### src/sv/nsc_pkg.sv
`timescale 1ns / 1ps
// ----------------------------------------------------------------------------
// nsc_pkg
// Shared sizes, register codes, reset values, reciprocal constants and the
// arrow cursor bitmap of the nearest-neighbor scaler.
// ----------------------------------------------------------------------------
package nsc_pkg;

    // frame store geometry
    localparam int MAX_SRC_W = 1024;
    localparam int MAX_SRC_H = 1024;
    localparam int COL_W     = $clog2(MAX_SRC_W);
    localparam int ROW_W     = $clog2(MAX_SRC_H);
    localparam int ADDR_W    = COL_W + ROW_W;
    localparam int DEPTH     = MAX_SRC_W * MAX_SRC_H;

    // destination geometry
    localparam int DST_W = 876;
    localparam int DST_H = 700;

    // field widths
    localparam int SIZE_W = 11;
    localparam int CRD_W  = 10;
    localparam int PIX_W  = 32;
    localparam int IDX_W  = 3;

    // scaled coordinate product and reciprocal multiply
    localparam int PROD_W    = CRD_W + SIZE_W;
    localparam int MUL_W     = 2 * PROD_W + 1;
    localparam int SHIFT_X   = PROD_W + $clog2(DST_W);
    localparam int SHIFT_Y   = PROD_W + $clog2(DST_H);
    localparam int QUO_X_W   = MUL_W - SHIFT_X;
    localparam int QUO_Y_W   = MUL_W - SHIFT_Y;
    localparam logic [63:0] RECIP_X =
        ((64'd1 << SHIFT_X) + 64'(DST_W) - 64'd1) / 64'(DST_W);
    localparam logic [63:0] RECIP_Y =
        ((64'd1 << SHIFT_Y) + 64'(DST_H) - 64'd1) / 64'(DST_H);

    // accept to result strobe, in clock edges
    localparam int PIPE_LAT = 5;

    // cursor overlay
    localparam int ARROW_SIZE = 14;
    localparam int ARROW_IW   = $clog2(ARROW_SIZE);
    localparam logic [PIX_W-1:0] WHITE_RGBA = '1;

    // register reset values
    localparam logic [SIZE_W-1:0] RST_SRC_W     = SIZE_W'(876);
    localparam logic [SIZE_W-1:0] RST_SRC_H     = SIZE_W'(700);
    localparam logic              RST_CURSOR_ON = 1'b1;
    localparam logic [CRD_W-1:0]  RST_CURSOR_X  = CRD_W'(438);
    localparam logic [CRD_W-1:0]  RST_CURSOR_Y  = CRD_W'(350);

    // register indexes
    typedef enum logic [IDX_W-1:0] {
        CFG_SRC_W     = 3'd0,
        CFG_SRC_H     = 3'd1,
        CFG_CURSOR_ON = 3'd2,
        CFG_CURSOR_X  = 3'd3,
        CFG_CURSOR_Y  = 3'd4
    } t_cfg_idx;

    // effective configuration seen by the datapath
    typedef struct packed {
        logic [SIZE_W-1:0] w;
        logic [SIZE_W-1:0] h;
        logic              cursor_on;
        logic [CRD_W-1:0]  cursor_x;
        logic [CRD_W-1:0]  cursor_y;
    } t_cfg;

    // frame store access issued by the coordinate pipeline
    typedef struct packed {
        logic              rd;
        logic              wr;
        logic [ADDR_W-1:0] addr;
        logic [PIX_W-1:0]  wdata;
        logic [SIZE_W-1:0] sx;
        logic [SIZE_W-1:0] top_row;
    } t_req;

    // one row of the arrow bitmap, bit n is column n
    function automatic logic [ARROW_SIZE-1:0] arrow_row(input logic [ARROW_IW-1:0] row);
        logic [ARROW_SIZE-1:0] bits;
        unique case (row)
            4'd0:    bits = 14'h0001;
            4'd1:    bits = 14'h0003;
            4'd2:    bits = 14'h0007;
            4'd3:    bits = 14'h000F;
            4'd4:    bits = 14'h001F;
            4'd5:    bits = 14'h003F;
            4'd6:    bits = 14'h007F;
            4'd7:    bits = 14'h00FF;
            4'd8:    bits = 14'h01FF;
            4'd9:    bits = 14'h003F;
            4'd10:   bits = 14'h0067;
            4'd11:   bits = 14'h00C3;
            4'd12:   bits = 14'h0180;
            4'd13:   bits = 14'h0080;
            default: bits = '0;
        endcase
        return bits;
    endfunction

endpackage

### src/sv/nsc_regs.sv
`timescale 1ns / 1ps
// ----------------------------------------------------------------------------
// nsc_regs
// Configuration registers with the effective source size clamp.
// ----------------------------------------------------------------------------
module nsc_regs (
    input  logic                       i_clk,
    input  logic                       i_rst_n,
    input  logic                       i_we,
    input  logic [nsc_pkg::IDX_W-1:0]  i_idx,
    input  logic [nsc_pkg::SIZE_W-1:0] i_data,
    output nsc_pkg::t_cfg              o_cfg
);

    logic [nsc_pkg::SIZE_W-1:0] r_src_w;
    logic [nsc_pkg::SIZE_W-1:0] r_src_h;
    logic                       r_cursor_on;
    logic [nsc_pkg::CRD_W-1:0]  r_cursor_x;
    logic [nsc_pkg::CRD_W-1:0]  r_cursor_y;

    // register writes
    always_ff @(posedge i_clk) begin
        if (!i_rst_n) begin
            r_src_w     <= nsc_pkg::RST_SRC_W;
            r_src_h     <= nsc_pkg::RST_SRC_H;
            r_cursor_on <= nsc_pkg::RST_CURSOR_ON;
            r_cursor_x  <= nsc_pkg::RST_CURSOR_X;
            r_cursor_y  <= nsc_pkg::RST_CURSOR_Y;
        end else if (i_we) begin
            unique case (nsc_pkg::t_cfg_idx'(i_idx))
                nsc_pkg::CFG_SRC_W:     r_src_w     <= i_data;
                nsc_pkg::CFG_SRC_H:     r_src_h     <= i_data;
                nsc_pkg::CFG_CURSOR_ON: r_cursor_on <= i_data[0];
                nsc_pkg::CFG_CURSOR_X:  r_cursor_x  <= i_data[nsc_pkg::CRD_W-1:0];
                nsc_pkg::CFG_CURSOR_Y:  r_cursor_y  <= i_data[nsc_pkg::CRD_W-1:0];
                default: ;
            endcase
        end
    end

    // zero size reads as one, oversize as the frame store limit
    always_comb begin
        o_cfg.w = r_src_w;
        if (r_src_w == '0) begin
            o_cfg.w = nsc_pkg::SIZE_W'(1);
        end else if (32'(r_src_w) > 32'(nsc_pkg::MAX_SRC_W)) begin
            o_cfg.w = nsc_pkg::SIZE_W'(nsc_pkg::MAX_SRC_W);
        end
        o_cfg.h = r_src_h;
        if (r_src_h == '0) begin
            o_cfg.h = nsc_pkg::SIZE_W'(1);
        end else if (32'(r_src_h) > 32'(nsc_pkg::MAX_SRC_H)) begin
            o_cfg.h = nsc_pkg::SIZE_W'(nsc_pkg::MAX_SRC_H);
        end
        o_cfg.cursor_on = r_cursor_on;
        o_cfg.cursor_x  = r_cursor_x;
        o_cfg.cursor_y  = r_cursor_y;
    end

endmodule

### config.mk
export PLATFORM = sky130hd
export DESIGN_NAME = nsc_regs
export DESIGN_NICKNAME = d
export VERILOG_FILES = /design/src/sv/nsc_pkg.sv /design/src/sv/nsc_regs.sv
export SDC_FILE = /design/constraint.sdc
export NUM_CORES = 1
export LEC_CHECK = 0
export ABC_CLOCK_PERIOD_IN_PS = 1440
export BUFFER_PORTS_ARGS = -buffer_cell sky130_fd_sc_hd__clkbuf_2
export CAP_MARGIN = 20
export CORE_AREA = 4 4 55 107
export CTS_CLUSTER_DIAMETER = 100
export DETAILED_ROUTE_END_ITERATION = 10
export DIE_AREA = 0 0 59 111
export PLACE_DENSITY = 0.7
export SYNTH_ARGS = -nofsm -noshare
export SYNTH_HDL_FRONTEND = slang
export SYNTH_SLANG_ARGS = --single-unit
### constraint.sdc
create_clock -name i_clk -period 1.44 [get_ports i_clk]
set_clock_uncertainty 0.15 [all_clocks]
set_input_delay 0.072 -clock i_clk [delete_from_list [all_inputs] [get_ports i_clk]]
set_output_delay 0.072 -clock i_clk [all_outputs]
set_load 0.01 [all_outputs]
-- Word-level counts from Yosys, hierarchy flattened
Index checks and enable logic that the tools add are counted.
- multipliers: 0
- bitwise gates (word level): 0
- shifts and indexed selects: 0
- eq/ne operators: 4
- div/mod/pow operators: 0
- add/subtract/negate cells: 0
- magnitude comparators: 2
- reductions and logical operators: 8
- mux-type cells: 4
- operators with widths (kind ; number):
    two-way mux 11 bit ; 4
    > comparator 11 bit, second input constant ; 2
    logical NOT 11 bit ; 2
    AND reduction 2 bit ; 5
    == test 3 x 2 -> 1 bit, second input constant ; 2
    == test 3 x 1 -> 1 bit, second input constant ; 1
    == test 3 bit, second input constant ; 1
    logical NOT 3 bit ; 1
- output and inout bits: 43
- bits of input ports: 17
- logic and storage cells: 23
- bits in latches: 0
- bits in registers: 43
- memory bits (read-only): 0
- memories: 0
- bits in writable memories: 0

-- Longest topological paths before layout
- depth in word-level cells: 3
- depth in mapped cells: 4
- depth with buffers taken out: 3

-- Worst setup path before layout
Ideal clock, no wire load.
- path kind: input to register
- start: in i_idx[1] (netlist bit)
- end: reg r_src_w[8] (netlist bit)
- buffers on the path: 1
- setup time: 137 ps
- data arrival time: 858 ps
- stages: 4
- setup slack: 295 ps
- required time: 1153 ps
- cell sequence: or4b_4 > buf_6 > nand2_1 > nand3_1
- cells in the longest elaborated chain, start to end: 2
- RTL lines (what ; RTL line ; text):
    start: declaration ; nsc_regs.sv:10 ; input logic [nsc_pkg::IDX_W-1:0] i_idx,
    logical NOT 3 bit ; nsc_regs.sv:30 ; unique case (nsc_pkg::t_cfg_idx'(i_idx))
    AND reduction 2 bit (no source line) ; -- ;
    end signal: assignment ; nsc_regs.sv:24 ; r_src_w <= nsc_pkg::RST_SRC_W;
    end signal: assignment ; nsc_regs.sv:31 ; nsc_pkg::CFG_SRC_W: r_src_w <= i_data;
    end: declaration ; nsc_regs.sv:15 ; logic [nsc_pkg::SIZE_W-1:0] r_src_w;
No other way between the ends.
A chain may end at the register's enable or synchronous reset.

==> metrics <==
status=complete, but fails checks; failing checks=setup timing; final wirelength=between 4 and 5 mm; CP required=1.22 ns; initial antenna violation count=0; Chip Width=59 um; post-layout util=46.8%; Crit path buffers/inverters=1; Logic pwr share=11.2%; CP max stage cell=dfxtp_2; relative max-transition margin=75.2%; DRC=0; RSZ-0062 raised after global routing=yes; Fillers=554; Max-cap violations=0; Worst Tran Pin Value=around 0.37 ns; Crit Path Max Fanout=3; antenna viol nets, final=0; setup_tns=-0.0477 ns; Starting DRT DRC Count=53; commonest non-fill, non-tap cell in the layout=nand2_1; final setup fails=1; Mapped Nets=235; ratio of cells with drive above 1 in the final layout=between 20 and 30%; crit path kind=flip-flop to output pin; router iterations before antenna repair=4; Max clock buf depth=2; Die H=roughly 110 um; global-route wire length before repair=between 8 and 9 mm; most frequent cells in the layout=nand2_1, clkbuf_2, dfxtp_1; post-synthesis sequential area ratio=between 40% and 50%; Max Slew Vio Count=0; power density cells=between 900 and 1000 nW/um2; TritonCTS buffer count=5; drt via density=roughly 5.0; gpl congestion=0.796; R2R depth=2; CORE AREA=5090 um2; clock transition at the registers of the reported paths=0.08 ns; Clk network pwr share=35.6%; WP data arrival=1.27 ns; Crit path largest cell delay=0.35 ns; Root Buffer Master=clkbuf_8; crit path cell chain=nor4_4 -> a31oi_1 -> nor2_1 -> buf_2; Synth area leaders=dfxtp_1, nand2_1, nor2b_1, nand3_1, mux2i_1; clock latency at the later pin of the worst-skew pair=0.29 ns; Initial Util=35.2%; WHS Endpoint=r_cursor_x[7]; Worst VDD drop=between 0.6 and 0.7 mV; Power Internal=about 1800 uW; sequential power share=53.2%; final worst setup slack=-0.0477 ns; Leak=0.00109 uW; R2R Path Start=r_src_h[10]; hold crit path type=input port to flip-flop; Yosys Warn Count=0; Nets=between 300 and 400; Gate Count Post-Synth=218; Hold Fails Final Rpt=0; GRT Residual Overflow=0; area leader, netlist=dfxtp_1; CP top delay family=simple AND/OR/NAND/NOR gates; R2R Setup Slk=0.42 ns; Total GRT Usage=16.2%; Post-Synthesis Cell Area=1790 um2; min-delay src=i_rst_n; share of the synthesized area in the top cell type=approximately half; Net Sw Frac=24.2%; Avg Cell Area, Syn=8.22 um2; n_diodes=0; die area=6550 um2; cell row count=37; FF+latch count, synth=43; clock sinks=43; Reg-to-Reg End=r_src_h[10]; Area Growth Syn to Fin=33.0%; vias in the first global route=about 1700; io pins=60; I/O Buffers=59; Switch Pwr=567 uW; fin crit period=1.49 ns; hpwl dp=3.57 mm; CTS tree=built; H-tree lvl count=2; Hold Path Depth=3; largest net degree at the start of global routing=48; CP Capture Type=output pin; Critical Path Source Type=flip-flop; final worst-path cycle share=103%; synth unique cells=23; routed via count=~1700; max frequency=between 600 and 700 MHz; DR WL/cell=14.2 um
metal layers:
| layer | vias up | routed length [um] | GRT usage, % | part of all wire, % |
|---|---|---|---|---|
| met5 | - | 0 | 0 | 0 |
| met4 | 0 | 196 | 8.62 | 4.0 |
| met3 | 15 | 217 | 2.56 | 4.5 |
| met2 | 50 | 2680 | 29.3 | 55 |
| met1 | 797 | 1780 | 16.6 | 36 |
| li1 | 849 | - | - | - |
per-stage QoR:
stage                     cells  hold slack (ns)  setup slack, ns  instance area (um2)  total power, uW
after detailed placement    324            0.206            0.141                 2140             1510
after global routing        344          0.00991           -0.150                 2380             2450
final                       344          0.00477          -0.0477                 2380             2350
after floorplan             218           0.0460            0.295                 1790             1390
after global placement      324            0.195            0.171                 2140             1510
after CTS                   344          0.00468          -0.0785                 2380             2370
power by group through the flow:
stage / Sequential, uW / Combinational [uW] / Clock [uW]
3_5_place_dp: 1270 / 238 / 0
2_1_floorplan: 1270 / 120 / 0
4_1_cts: 1250 / 264 / 857
3_3_place_gp: 1270 / 234 / 0
5_1_grt: 1250 / 290 / 903
6_report: 1250 / 262 / 835
tightest hold or removal path, stage by stage:
cell and delay, ns:
clkbuf_2 0.10, buf_12 0.17, nand2_1 0.07
sequential cells by signal, indices dropped and copies added, names as in the netlist:
signal	count
r_cursor_y	10
r_cursor_on	1
r_cursor_x	10
r_src_w	11
r_src_h	11
layout make-up:
cell class	instances	area (um2)	area share [%]
clock buffers	7	96.3	4.04
well taps	58	72.6	3.04
flip-flops and latches	43	866	36.3
clock inverters	1	7.51	0.315
repair buffers	77	470	19.7
multi-input cells	158	872	36.6
logic make-up (layout without fill, tap and decap cells):
family / count (synthesis) / after routing / synth area share [%]
DFF: 43 / 43 / 48.0
muxes: 7 / 7 / 3.91
buffers and inverters: 17 / 85 / 4.54
and+or+nand+nor: 131 / 131 / 35.9
AOI/OAI and AO/OA: 20 / 20 / 7.68
Yosys cell counts, drive strengths merged:
cell / number
buf: 8
clkbuf: 9
nor4b: 1
and4bb: 2
a21boi: 14
nor3: 2
nor4bb: 1
nor4: 2
dfxtp: 43
nand4bb: 2
nand4b: 1
a31oi: 2
nor2: 4
or4b: 1
mux2i: 7
o21ai: 4
nand2: 75
nor2b: 18
nand3: 22
worst max path at each step:
stage,slack (ns),endpoint,startpoint,depth (start not counted)
final,-0.05,o_cfg[21],r_src_h[9],4
after floorplan,0.30,r_src_w[8],i_idx[1],4
after global routing,-0.15,o_cfg[21],r_src_h[9],4
after CTS,-0.08,o_cfg[21],r_src_h[9],4
after detailed placement,0.14,r_src_w[8],i_idx[0],4
after global placement,0.17,r_src_w[9],i_idx[0],4
repair_timing:
item	CTS	global route
endpoints found under the hold margin	43	0
pin swaps	4	0
hold buffers	11	0
setup buffers	1	0
endpoints found under the setup margin	2	3
gates resized for setup	6	3
cloned	0	0
Note: power is estimated with default switching activity, not from simulation.
