<file path="config.mk">
export PLATFORM = sky130hd
export DESIGN_NAME = nsc_map
export DESIGN_NICKNAME = d
export VERILOG_FILES = /design/src/sv/nsc_pkg.sv /design/src/sv/nsc_map.sv
export SDC_FILE = /design/constraint.sdc
export NUM_CORES = 2
export LEC_CHECK = 0
export BUFFER_PORTS_ARGS = -buffer_cell sky130_fd_sc_hd__buf_2
export CORE_ASPECT_RATIO = 0.75
export CORE_MARGIN = 4
export CORE_UTILIZATION = 50
export DETAILED_ROUTE_END_ITERATION = 10
export HOLD_SLACK_MARGIN = 0.02
export MAX_ROUTING_LAYER = met4
export PLACE_DENSITY = 0.66
export SLEW_MARGIN = 20
export SYNTH_ARGS = -nofsm -noshare
export SYNTH_HDL_FRONTEND = slang
export SYNTH_SLANG_ARGS = --single-unit
</file>
<file path="constraint.sdc">
create_clock -name i_clk -period 8.4 [get_ports i_clk]
set_clock_uncertainty 0.1 [all_clocks]
set_input_delay 1.68 -clock i_clk [delete_from_list [all_inputs] [get_ports i_clk]]
set_output_delay 1.68 -clock i_clk [all_outputs]
set_load 0.03 [all_outputs]
</file>
<file path="src/sv/nsc_pkg.sv">
`timescale 1ns / 1ps
// ----------------------------------------------------------------------------
// nsc_pkg
// Shared sizes, register codes, reset values, reciprocal constants and the
// arrow cursor bitmap of the nearest-neighbor scaler.
// ----------------------------------------------------------------------------
package nsc_pkg;

    // frame store geometry
    localparam int MAX_SRC_W = 1024;
    localparam int MAX_SRC_H = 1024;
    localparam int COL_W     = $clog2(MAX_SRC_W);
    localparam int ROW_W     = $clog2(MAX_SRC_H);
    localparam int ADDR_W    = COL_W + ROW_W;
    localparam int DEPTH     = MAX_SRC_W * MAX_SRC_H;

    // destination geometry
    localparam int DST_W = 876;
    localparam int DST_H = 700;

    // field widths
    localparam int SIZE_W = 11;
    localparam int CRD_W  = 10;
    localparam int PIX_W  = 32;
    localparam int IDX_W  = 3;

    // scaled coordinate product and reciprocal multiply
    localparam int PROD_W    = CRD_W + SIZE_W;
    localparam int MUL_W     = 2 * PROD_W + 1;
    localparam int SHIFT_X   = PROD_W + $clog2(DST_W);
    localparam int SHIFT_Y   = PROD_W + $clog2(DST_H);
    localparam int QUO_X_W   = MUL_W - SHIFT_X;
    localparam int QUO_Y_W   = MUL_W - SHIFT_Y;
    localparam logic [63:0] RECIP_X =
        ((64'd1 << SHIFT_X) + 64'(DST_W) - 64'd1) / 64'(DST_W);
    localparam logic [63:0] RECIP_Y =
        ((64'd1 << SHIFT_Y) + 64'(DST_H) - 64'd1) / 64'(DST_H);

    // accept to result strobe, in clock edges
    localparam int PIPE_LAT = 5;

    // cursor overlay
    localparam int ARROW_SIZE = 14;
    localparam int ARROW_IW   = $clog2(ARROW_SIZE);
    localparam logic [PIX_W-1:0] WHITE_RGBA = '1;

    // register reset values
    localparam logic [SIZE_W-1:0] RST_SRC_W     = SIZE_W'(876);
    localparam logic [SIZE_W-1:0] RST_SRC_H     = SIZE_W'(700);
    localparam logic              RST_CURSOR_ON = 1'b1;
    localparam logic [CRD_W-1:0]  RST_CURSOR_X  = CRD_W'(438);
    localparam logic [CRD_W-1:0]  RST_CURSOR_Y  = CRD_W'(350);

    // register indexes
    typedef enum logic [IDX_W-1:0] {
        CFG_SRC_W     = 3'd0,
        CFG_SRC_H     = 3'd1,
        CFG_CURSOR_ON = 3'd2,
        CFG_CURSOR_X  = 3'd3,
        CFG_CURSOR_Y  = 3'd4
    } t_cfg_idx;

    // effective configuration seen by the datapath
    typedef struct packed {
        logic [SIZE_W-1:0] w;
        logic [SIZE_W-1:0] h;
        logic              cursor_on;
        logic [CRD_W-1:0]  cursor_x;
        logic [CRD_W-1:0]  cursor_y;
    } t_cfg;

    // frame store access issued by the coordinate pipeline
    typedef struct packed {
        logic              rd;
        logic              wr;
        logic [ADDR_W-1:0] addr;
        logic [PIX_W-1:0]  wdata;
        logic [SIZE_W-1:0] sx;
        logic [SIZE_W-1:0] top_row;
    } t_req;

    // one row of the arrow bitmap, bit n is column n
    function automatic logic [ARROW_SIZE-1:0] arrow_row(input logic [ARROW_IW-1:0] row);
        logic [ARROW_SIZE-1:0] bits;
        unique case (row)
            4'd0:    bits = 14'h0001;
            4'd1:    bits = 14'h0003;
            4'd2:    bits = 14'h0007;
            4'd3:    bits = 14'h000F;
            4'd4:    bits = 14'h001F;
            4'd5:    bits = 14'h003F;
            4'd6:    bits = 14'h007F;
            4'd7:    bits = 14'h00FF;
            4'd8:    bits = 14'h01FF;
            4'd9:    bits = 14'h003F;
            4'd10:   bits = 14'h0067;
            4'd11:   bits = 14'h00C3;
            4'd12:   bits = 14'h0180;
            4'd13:   bits = 14'h0080;
            default: bits = '0;
        endcase
        return bits;
    endfunction

endpackage

</file>
<file path="src/sv/nsc_map.sv">
`timescale 1ns / 1ps
// ----------------------------------------------------------------------------
// nsc_map
// Coordinate pipeline: scales destination coordinates to source pixels by
// reciprocal multiply, flips rows, clamps, and issues frame store accesses
// in arrival order. Writes travel the same stages to keep ordering.
// ----------------------------------------------------------------------------
module nsc_map (
    input  logic                      i_clk,
    input  logic                      i_rst_n,
    input  logic                      i_accept,
    input  logic                      i_cmd,
    input  logic [nsc_pkg::CRD_W-1:0] i_src_col,
    input  logic [nsc_pkg::CRD_W-1:0] i_src_row,
    input  logic [nsc_pkg::PIX_W-1:0] i_pixel_in,
    input  logic [nsc_pkg::CRD_W-1:0] i_dst_x,
    input  logic [nsc_pkg::CRD_W-1:0] i_dst_y,
    input  nsc_pkg::t_cfg             i_cfg,
    output nsc_pkg::t_req             o_req
);

    // stage 1: products
    logic                         r_s1_rd;
    logic                         r_s1_wr;
    logic [nsc_pkg::ADDR_W-1:0]   r_s1_waddr;
    logic [nsc_pkg::PIX_W-1:0]    r_s1_wdata;
    logic [nsc_pkg::PROD_W-1:0]   r_s1_px;
    logic [nsc_pkg::PROD_W-1:0]   r_s1_py;
    logic                         r_s1_dy_out;
    // stage 2: quotients
    logic                         r_s2_rd;
    logic                         r_s2_wr;
    logic [nsc_pkg::ADDR_W-1:0]   r_s2_waddr;
    logic [nsc_pkg::PIX_W-1:0]    r_s2_wdata;
    logic [nsc_pkg::QUO_X_W-1:0]  r_s2_qx;
    logic [nsc_pkg::QUO_Y_W-1:0]  r_s2_qy;
    logic                         r_s2_dy_out;
    // stage 3: access request
    nsc_pkg::t_req                r_req;

    logic                         dy_out;
    logic [nsc_pkg::CRD_W-1:0]    dy_flip;
    logic                         wr_ok;
    logic [nsc_pkg::MUL_W-1:0]    mul_x;
    logic [nsc_pkg::MUL_W-1:0]    mul_y;
    logic [nsc_pkg::SIZE_W-1:0]   sx;
    logic [nsc_pkg::SIZE_W-1:0]   sy;

    // row flip and write window check
    always_comb begin
        dy_out  = 32'(i_dst_y) >= 32'(nsc_pkg::DST_H);
        dy_flip = nsc_pkg::CRD_W'(nsc_pkg::DST_H - 1) - i_dst_y;
        wr_ok   = (32'(i_src_col) < 32'(i_cfg.w)) && (32'(i_src_row) < 32'(i_cfg.h));
    end

    always_ff @(posedge i_clk) begin
        if (!i_rst_n) begin
            r_s1_rd <= 1'b0;
            r_s1_wr <= 1'b0;
        end else begin
            r_s1_rd <= i_accept && i_cmd;
            r_s1_wr <= i_accept && !i_cmd && wr_ok;
        end
        r_s1_waddr  <= {nsc_pkg::ROW_W'(i_src_row), nsc_pkg::COL_W'(i_src_col)};
        r_s1_wdata  <= i_pixel_in;
        r_s1_px     <= nsc_pkg::PROD_W'(i_dst_x) * nsc_pkg::PROD_W'(i_cfg.w);
        r_s1_py     <= nsc_pkg::PROD_W'(dy_flip) * nsc_pkg::PROD_W'(i_cfg.h);
        r_s1_dy_out <= dy_out;
    end

    // divide by destination size as multiply by rounded-up reciprocal
    assign mul_x = nsc_pkg::MUL_W'(r_s1_px) * nsc_pkg::MUL_W'(nsc_pkg::RECIP_X);
    assign mul_y = nsc_pkg::MUL_W'(r_s1_py) * nsc_pkg::MUL_W'(nsc_pkg::RECIP_Y);

    always_ff @(posedge i_clk) begin
        if (!i_rst_n) begin
            r_s2_rd <= 1'b0;
            r_s2_wr <= 1'b0;
        end else begin
            r_s2_rd <= r_s1_rd;
            r_s2_wr <= r_s1_wr;
        end
        r_s2_waddr  <= r_s1_waddr;
        r_s2_wdata  <= r_s1_wdata;
        r_s2_qx     <= mul_x[nsc_pkg::SHIFT_X +: nsc_pkg::QUO_X_W];
        r_s2_qy     <= mul_y[nsc_pkg::SHIFT_Y +: nsc_pkg::QUO_Y_W];
        r_s2_dy_out <= r_s1_dy_out;
    end

    // clamp to source, rows below the destination map to the bottom row
    always_comb begin
        if (32'(r_s2_qx) >= 32'(i_cfg.w)) begin
            sx = i_cfg.w - nsc_pkg::SIZE_W'(1);
        end else begin
            sx = nsc_pkg::SIZE_W'(r_s2_qx);
        end
        if (r_s2_dy_out) begin
            sy = '0;
        end else if (32'(r_s2_qy) >= 32'(i_cfg.h)) begin
            sy = i_cfg.h - nsc_pkg::SIZE_W'(1);
        end else begin
            sy = nsc_pkg::SIZE_W'(r_s2_qy);
        end
    end

    always_ff @(posedge i_clk) begin
        if (!i_rst_n) begin
            r_req.rd <= 1'b0;
            r_req.wr <= 1'b0;
        end else begin
            r_req.rd <= r_s2_rd;
            r_req.wr <= r_s2_wr;
        end
        r_req.addr    <= r_s2_wr ? r_s2_waddr
                                 : {nsc_pkg::ROW_W'(sy), nsc_pkg::COL_W'(sx)};
        r_req.wdata   <= r_s2_wdata;
        r_req.sx      <= sx;
        r_req.top_row <= i_cfg.h - nsc_pkg::SIZE_W'(1) - sy;
    end

    assign o_req = r_req;

endmodule

</file>
---- Word level (Yosys, flattened, before mapping) ----
Index checks and enable logic that the tools add are counted.
operators by class
  add/sub/neg operators ................... 4
  multipliers ............................. 4
  magnitude comparators ................... 5
  mux-type cells .......................... 4
  reduce and logical (&&, ||, !) cells .... 5
operators with widths
  operator                                                   count
  multiplier 21 x 21 -> 42 bit, second input constant        2
  multiplier 10 x 11 -> 21 bit                               2
  2-to-1 mux 11 bit                                          3
  greater-or-equal comparator 12 x 11 -> 1 bit               2
  < comparator 10 x 11 -> 1 bit                              2
  subtractor 11 x 1 -> 11 bit, second input constant         2
  2-to-1 mux 20 bit                                          1
  subtractor 11 bit                                          1
  greater-or-equal comparator 10 bit, second input constant  1
  subtractor 10 bit, first input constant                    1
  logical AND 1 bit                                          4
  logical NOT 1 bit                                          1
storage, ports and cells
  register bits after elaboration ......... 252
  input bits .............................. 119

---- Logic depth before layout (Yosys ltp) ----
  word-level depth ........................ 4
  depth in mapped cells ................... 24
  depth with buffers taken out ............ 24

---- Worst setup path before layout ----
Ideal clock, no wire load.
  path kind ............................... input to register
  start ................................... input i_dst_y[2] (netlist name)
  end ..................................... register r_s1_py[16] (netlist name)
  data arrival time ....................... 6.596 ns
  slack ................................... 1.632 ns
  cell stages on the path ................. 21
  path buffers ............................ 0
  path through ............................ ha_1 and3_1 o21ai_0 xnor2_1 nor2_1 fa_1 fa_1 fa_1 fa_1 inv_1 fa_1 inv_1 ha_1 a21o_1 nand2_1 inv_1 a31oi_1 a21oi_1 a21o_1 a21oi_1 xnor2_1
between the ends
  cells in the longest elaborated chain, start to end .. 2
ends and longest elaborated chain
  item                          line           source
  start: declaration            nsc_map.sv:17  input logic [nsc_pkg::CRD_W-1:0] i_dst_y,
  subtractor 10 bit             nsc_map.sv:52  dy_flip = nsc_pkg::CRD_W'(nsc_pkg::DST_H - 1) - i_dst_y;
  multiplier 10 x 11 -> 21 bit  nsc_map.sv:67  r_s1_py <= nsc_pkg::PROD_W'(dy_flip) * nsc_pkg::PROD_W'(i_cfg.h);
  end signal: assignment        nsc_map.sv:67
  end: declaration              nsc_map.sv:28  logic [nsc_pkg::PROD_W-1:0] r_s1_py;
No other way between the ends.
A chain may end at the register's enable or synchronous reset.

---- Final worst setup path ----
  start ................................... input i_dst_y[2] (netlist name)
  end ..................................... register r_s1_py[20] (netlist name)
Same word-level chain as after synthesis.

==> results.py <==
metrics = {
    "logic_synthesis": {
        "synthesis.area_um2": 28800,
        "fraction_of_registers_with_async_set_reset_pct": 0,
        "ys_seq_elements": 252,
        "synth-edff-count": 0,
        "synth_cell_types": 57,
        "synth.avg_cell_area_um2": 10.2,
        "postSynthCellCount": 2832,
        "yosys_warnings": 0,
        "synth_flop_cell": "sky130_fd_sc_hd__dfxtp_1",
        "yosysSeqAreaShare_pct": 17.5,
        "synth.net_count": 3945,
    },
    "clock_network": {
        "ctsRootBufferMaster": "sky130_fd_sc_hd__clkbuf_16",
        "cts-root-to-sink-buffers": 3,
        "cts_hold_buffers": 0,
        "cts.clk_slew.worst_paths_ns": 0.07,
        "post_cts.resized_instances": 0,
        "cts_max_level": 1,
        "clock_sinks": 252,
        "tritoncts": "done",
        "clock_latency_ns": 0.57,
        "post_cts_buffers": 0,
        "inserted_clock_buffers": 24,
    },
    "sta": {
        "minimum_period_implied_by_the_final_worst_setup_slack_ns": 7.20,
        "unrepaired_setup_endpoints_after_global_routing": "false",
        "timing.final.crit_share_pct": 85.7,
        "slew_margin_rel_pct": 29.8,
        "worst-slew-pin-transition_ns": 1.05,
        "timing_hold_violations_final": 0,
        "setup_tns_ns": 0,
        "finalSetupViolations": 0,
        "number_of_pins_with_negative_max_slew_slack_in_the_final_report": 0,
        "max_freq_mhz": 139,
    },
    "run": {
        "max-cap-violations": 0,
    },
    "global_routing": {
        "grt_first_pass_wirelength_mm": 117,
        "globalRouteOverflowTotal": 0,
        "grt_max_degree": 23,
        "grt_antenna_before_repair": 5,
        "grtUsageTotal_pct": 25.1,
        "vias_in_the_first_global_route": 21162,
    },
    "worst_setup_path": {
        "critical-path-top-cell-by-count": "sky130_fd_sc_hd__fa_1",
        "rr_startpoint": "r_s1_py[11]$_DFF_P_",
        "critPathLaunch": "i_dst_y[2]",
        "critical_path_arrival_ns": 7.60,
        "required_time_worst_endpoint_ns": 8.80,
        "critical_path_cell_count": 23,
        "worstSetupEndpointType": "flop",
        "worst_r2r_path_depth": 23,
        "critical_path_maximum_fanout": 8,
        "crit_path_max_delay_family": "adder cells",
        "maximum_cell_stage_delay_along_the_critical_path_ns": 0.72,
        "cp_num_buf_inv": 5,
        "criticalPathCategory": "in -> reg",
        "path_cells": "buf_2 > ha_1 > and3_1 > xnor2_1 > nor2_1 > fa_1 > fa_1 > inv_1 > fa_1 > inv_1 > fa_1 > inv_1 > fa_1 > inv_1 > ha_1 > or3_1 > o21bai_1 > a31oi_1 > a21oi_1 > nand4_1 > nand3_1 > a21oi_1 > xnor2_1",
        "critPathSlowestCell": "sky130_fd_sc_hd__xnor2_1",
        "critical_path.startpoint_type": "input pin",
    },
    "floorplanning": {
        "die_w_um": 285,
        "io_pins": 195,
        "std_cell_rows": 75,
        "initial_core_util_pct": 51.0,
        "dieArea_um2": 61500,
        "core_um2": 56400,
        "die_height_um": 216,
    },
    "drt": {
        "wl_per_cell_um": 19.1,
        "remaining_drc_errors": 0,
        "drt_iter0_markers": 1145,
        "route.detailed.vias_per_inst": 5.16,
        "antenna_left": 0,
        "vias": 19523,
        "drt_wl_total_mm": 72.3,
        "drt_first_pass_iters": 5,
    },
    "cells_and_area": {
        "layout.filler_cells": 5004,
        "post_route_cells_drive_above_1_share_pct": 8.57,
        "final_core_utilization_pct": 55.5,
        "stdcell_area_um2": 31300,
        "area_growth_syn_to_layout_pct": 8.85,
        "stdcell_count": 3786,
        "nets": 4107,
    },
    "placement": {
        "post_place_cells": 3738,
        "routabilityCongestion": 0.974,
        "post-dp-hpwl_mm": 63.5,
        "port-buffer-count": 173,
        "placed_cell_area_um2": 30500,
    },
    "worst_hold_path": {
        "worst_min_delay_path_startpoint": "r_s1_waddr[12]$_DFF_P_",
        "whs_path_depth": 0,
        "hold_path.class": "reg -> reg",
    },
    "status": {
        "status": "finished, final reports clean",
    },
}
[cell usage after synthesis (9+ instances only)]
library cell / number / area (µm²)
sky130_fd_sc_hd__a31oi_1: 9 / 56.3
sky130_fd_sc_hd__nor2_1: 87 / 327
sky130_fd_sc_hd__clkbuf_1: 41 / 154
sky130_fd_sc_hd__a21o_1: 34 / 255
sky130_fd_sc_hd__mux2i_1: 13 / 130
sky130_fd_sc_hd__dfxtp_1: 252 / 5040
sky130_fd_sc_hd__nand2_1: 136 / 510
sky130_fd_sc_hd__or2_2: 12 / 75.1
sky130_fd_sc_hd__and3_1: 9 / 56.3
sky130_fd_sc_hd__fa_1: 461 / 9230
sky130_fd_sc_hd__o31ai_1: 13 / 97.6
sky130_fd_sc_hd__and2_1: 80 / 500
sky130_fd_sc_hd__a21oi_1: 77 / 385
sky130_fd_sc_hd__nand3_1: 22 / 110
sky130_fd_sc_hd__a211oi_1: 10 / 75.1
sky130_fd_sc_hd__o21ai_0: 43 / 215
sky130_fd_sc_hd__ha_1: 533 / 6670
sky130_fd_sc_hd__nor3_1: 18 / 90.1
sky130_fd_sc_hd__inv_1: 728 / 2730
sky130_fd_sc_hd__nand2b_1: 36 / 225
sky130_fd_sc_hd__mux2_2: 18 / 203
sky130_fd_sc_hd__nand4_1: 14 / 87.6
sky130_fd_sc_hd__nor2b_1: 15 / 93.8
sky130_fd_sc_hd__xor2_1: 22 / 193
sky130_fd_sc_hd__o21a_1: 9 / 67.6
sky130_fd_sc_hd__xnor2_1: 64 / 561
sky130_fd_sc_hd__o21bai_1: 10 / 75.1
[worst paths after layout]
| check | endpoint | slack, ns |
|---|---|---|
| worst min register to register | r_s2_waddr[12]$_DFF_P_ | 0.21 |
| worst min-delay path | r_s2_waddr[12]$_DFF_P_ | 0.21 |
| worst max-delay path | r_s1_py[20]$_DFF_P_ | 1.20 |
| worst max register to register | r_s2_qy[11]$_DFF_P_ | 1.24 |
[worst register-to-register path, cell delays in order (launching register included)]
cell,delay (ns)
sky130_fd_sc_hd__dfxtp_1,0.45
sky130_fd_sc_hd__inv_1,0.17
sky130_fd_sc_hd__fa_1,0.55
sky130_fd_sc_hd__inv_1,0.06
sky130_fd_sc_hd__fa_1,0.52
sky130_fd_sc_hd__inv_1,0.05
sky130_fd_sc_hd__fa_1,0.50
sky130_fd_sc_hd__inv_1,0.05
sky130_fd_sc_hd__fa_1,0.56
sky130_fd_sc_hd__fa_1,0.43
sky130_fd_sc_hd__fa_1,0.49
sky130_fd_sc_hd__inv_1,0.05
sky130_fd_sc_hd__fa_1,0.49
sky130_fd_sc_hd__inv_1,0.04
sky130_fd_sc_hd__ha_1,0.32
sky130_fd_sc_hd__nand4_1,0.31
sky130_fd_sc_hd__nor2_1,0.27
sky130_fd_sc_hd__nand3_1,0.11
sky130_fd_sc_hd__a41oi_2,0.56
sky130_fd_sc_hd__o211ai_1,0.23
sky130_fd_sc_hd__a211o_1,0.35
sky130_fd_sc_hd__a21oi_1,0.18
sky130_fd_sc_hd__nor2_1,0.08
sky130_fd_sc_hd__xnor2_1,0.12
[layer usage]
layer  track usage (%)  routed length, µm  vias to the layer above
met5                 -                  0                        -
met4              3.86               1040                        0
li1                  -                  -                     9134
met3              8.79               8100                       62
met1              37.4              35100                     9646
met2              33.5              28100                      681
[metrics by stage]
step / hold slack, ns / setup WS [ns]
2_1_floorplan: 0.210 / 1.63
3_3_place_gp: 0.210 / 0.723
3_5_place_dp: 0.212 / 0.717
4_1_cts: 0.210 / 1.30
5_1_grt: 0.222 / 0.857
6_report: 0.211 / 1.20
[cell type report]
class                           instances  area [µm²]  area share [%]
Tap cell                              770         963            3.08
Clock inverter                         14         184           0.588
Multi-Input combinational cell       1806       20800            66.4
Clock buffer                           28         646            2.06
Timing Repair Buffer                  179         911            2.91
Antenna cell                            6        15.0          0.0480
Inverter                              731        2740            8.76
Sequential cell                       252        5040            16.1
[flip-flops by register name (all words and copies together) (netlist names), 12 cells and up]
name        cells
o_req          76
r_s1_wdata     32
r_s2_wdata     32
r_s1_px        21
r_s1_py        21
r_s1_waddr     20
r_s2_waddr     20
r_s2_qx        12
r_s2_qy        12
[cell usage in the layout, fill, tap and decap left out, types with 24 or more instances in the layout]
cell type	instances
sky130_fd_sc_hd__dfxtp_1	252
sky130_fd_sc_hd__clkbuf_16	24
sky130_fd_sc_hd__inv_1	728
sky130_fd_sc_hd__fa_1	461
sky130_fd_sc_hd__buf_2	173
sky130_fd_sc_hd__a21oi_1	77
sky130_fd_sc_hd__o21ai_0	43
sky130_fd_sc_hd__xnor2_1	64
sky130_fd_sc_hd__ha_1	533
sky130_fd_sc_hd__nor2_1	87
sky130_fd_sc_hd__nand2b_1	36
sky130_fd_sc_hd__and2_1	80
sky130_fd_sc_hd__a21o_1	34
sky130_fd_sc_hd__nand2_1	136
[cell families after synthesis]
logic type	count (synthesis)	share of synthesized area, %
mux	31	1.16
flops	252	17.5
simple gates	447	7.64
fa+ha+maj	994	55.3
buf+inv	774	10.1
compound gates	248	5.63
xor+xnor	86	2.62
Power is left out: the tool's default activity adds up to more than one toggle a clock period on the data nets, which glitch-free logic cannot reach.
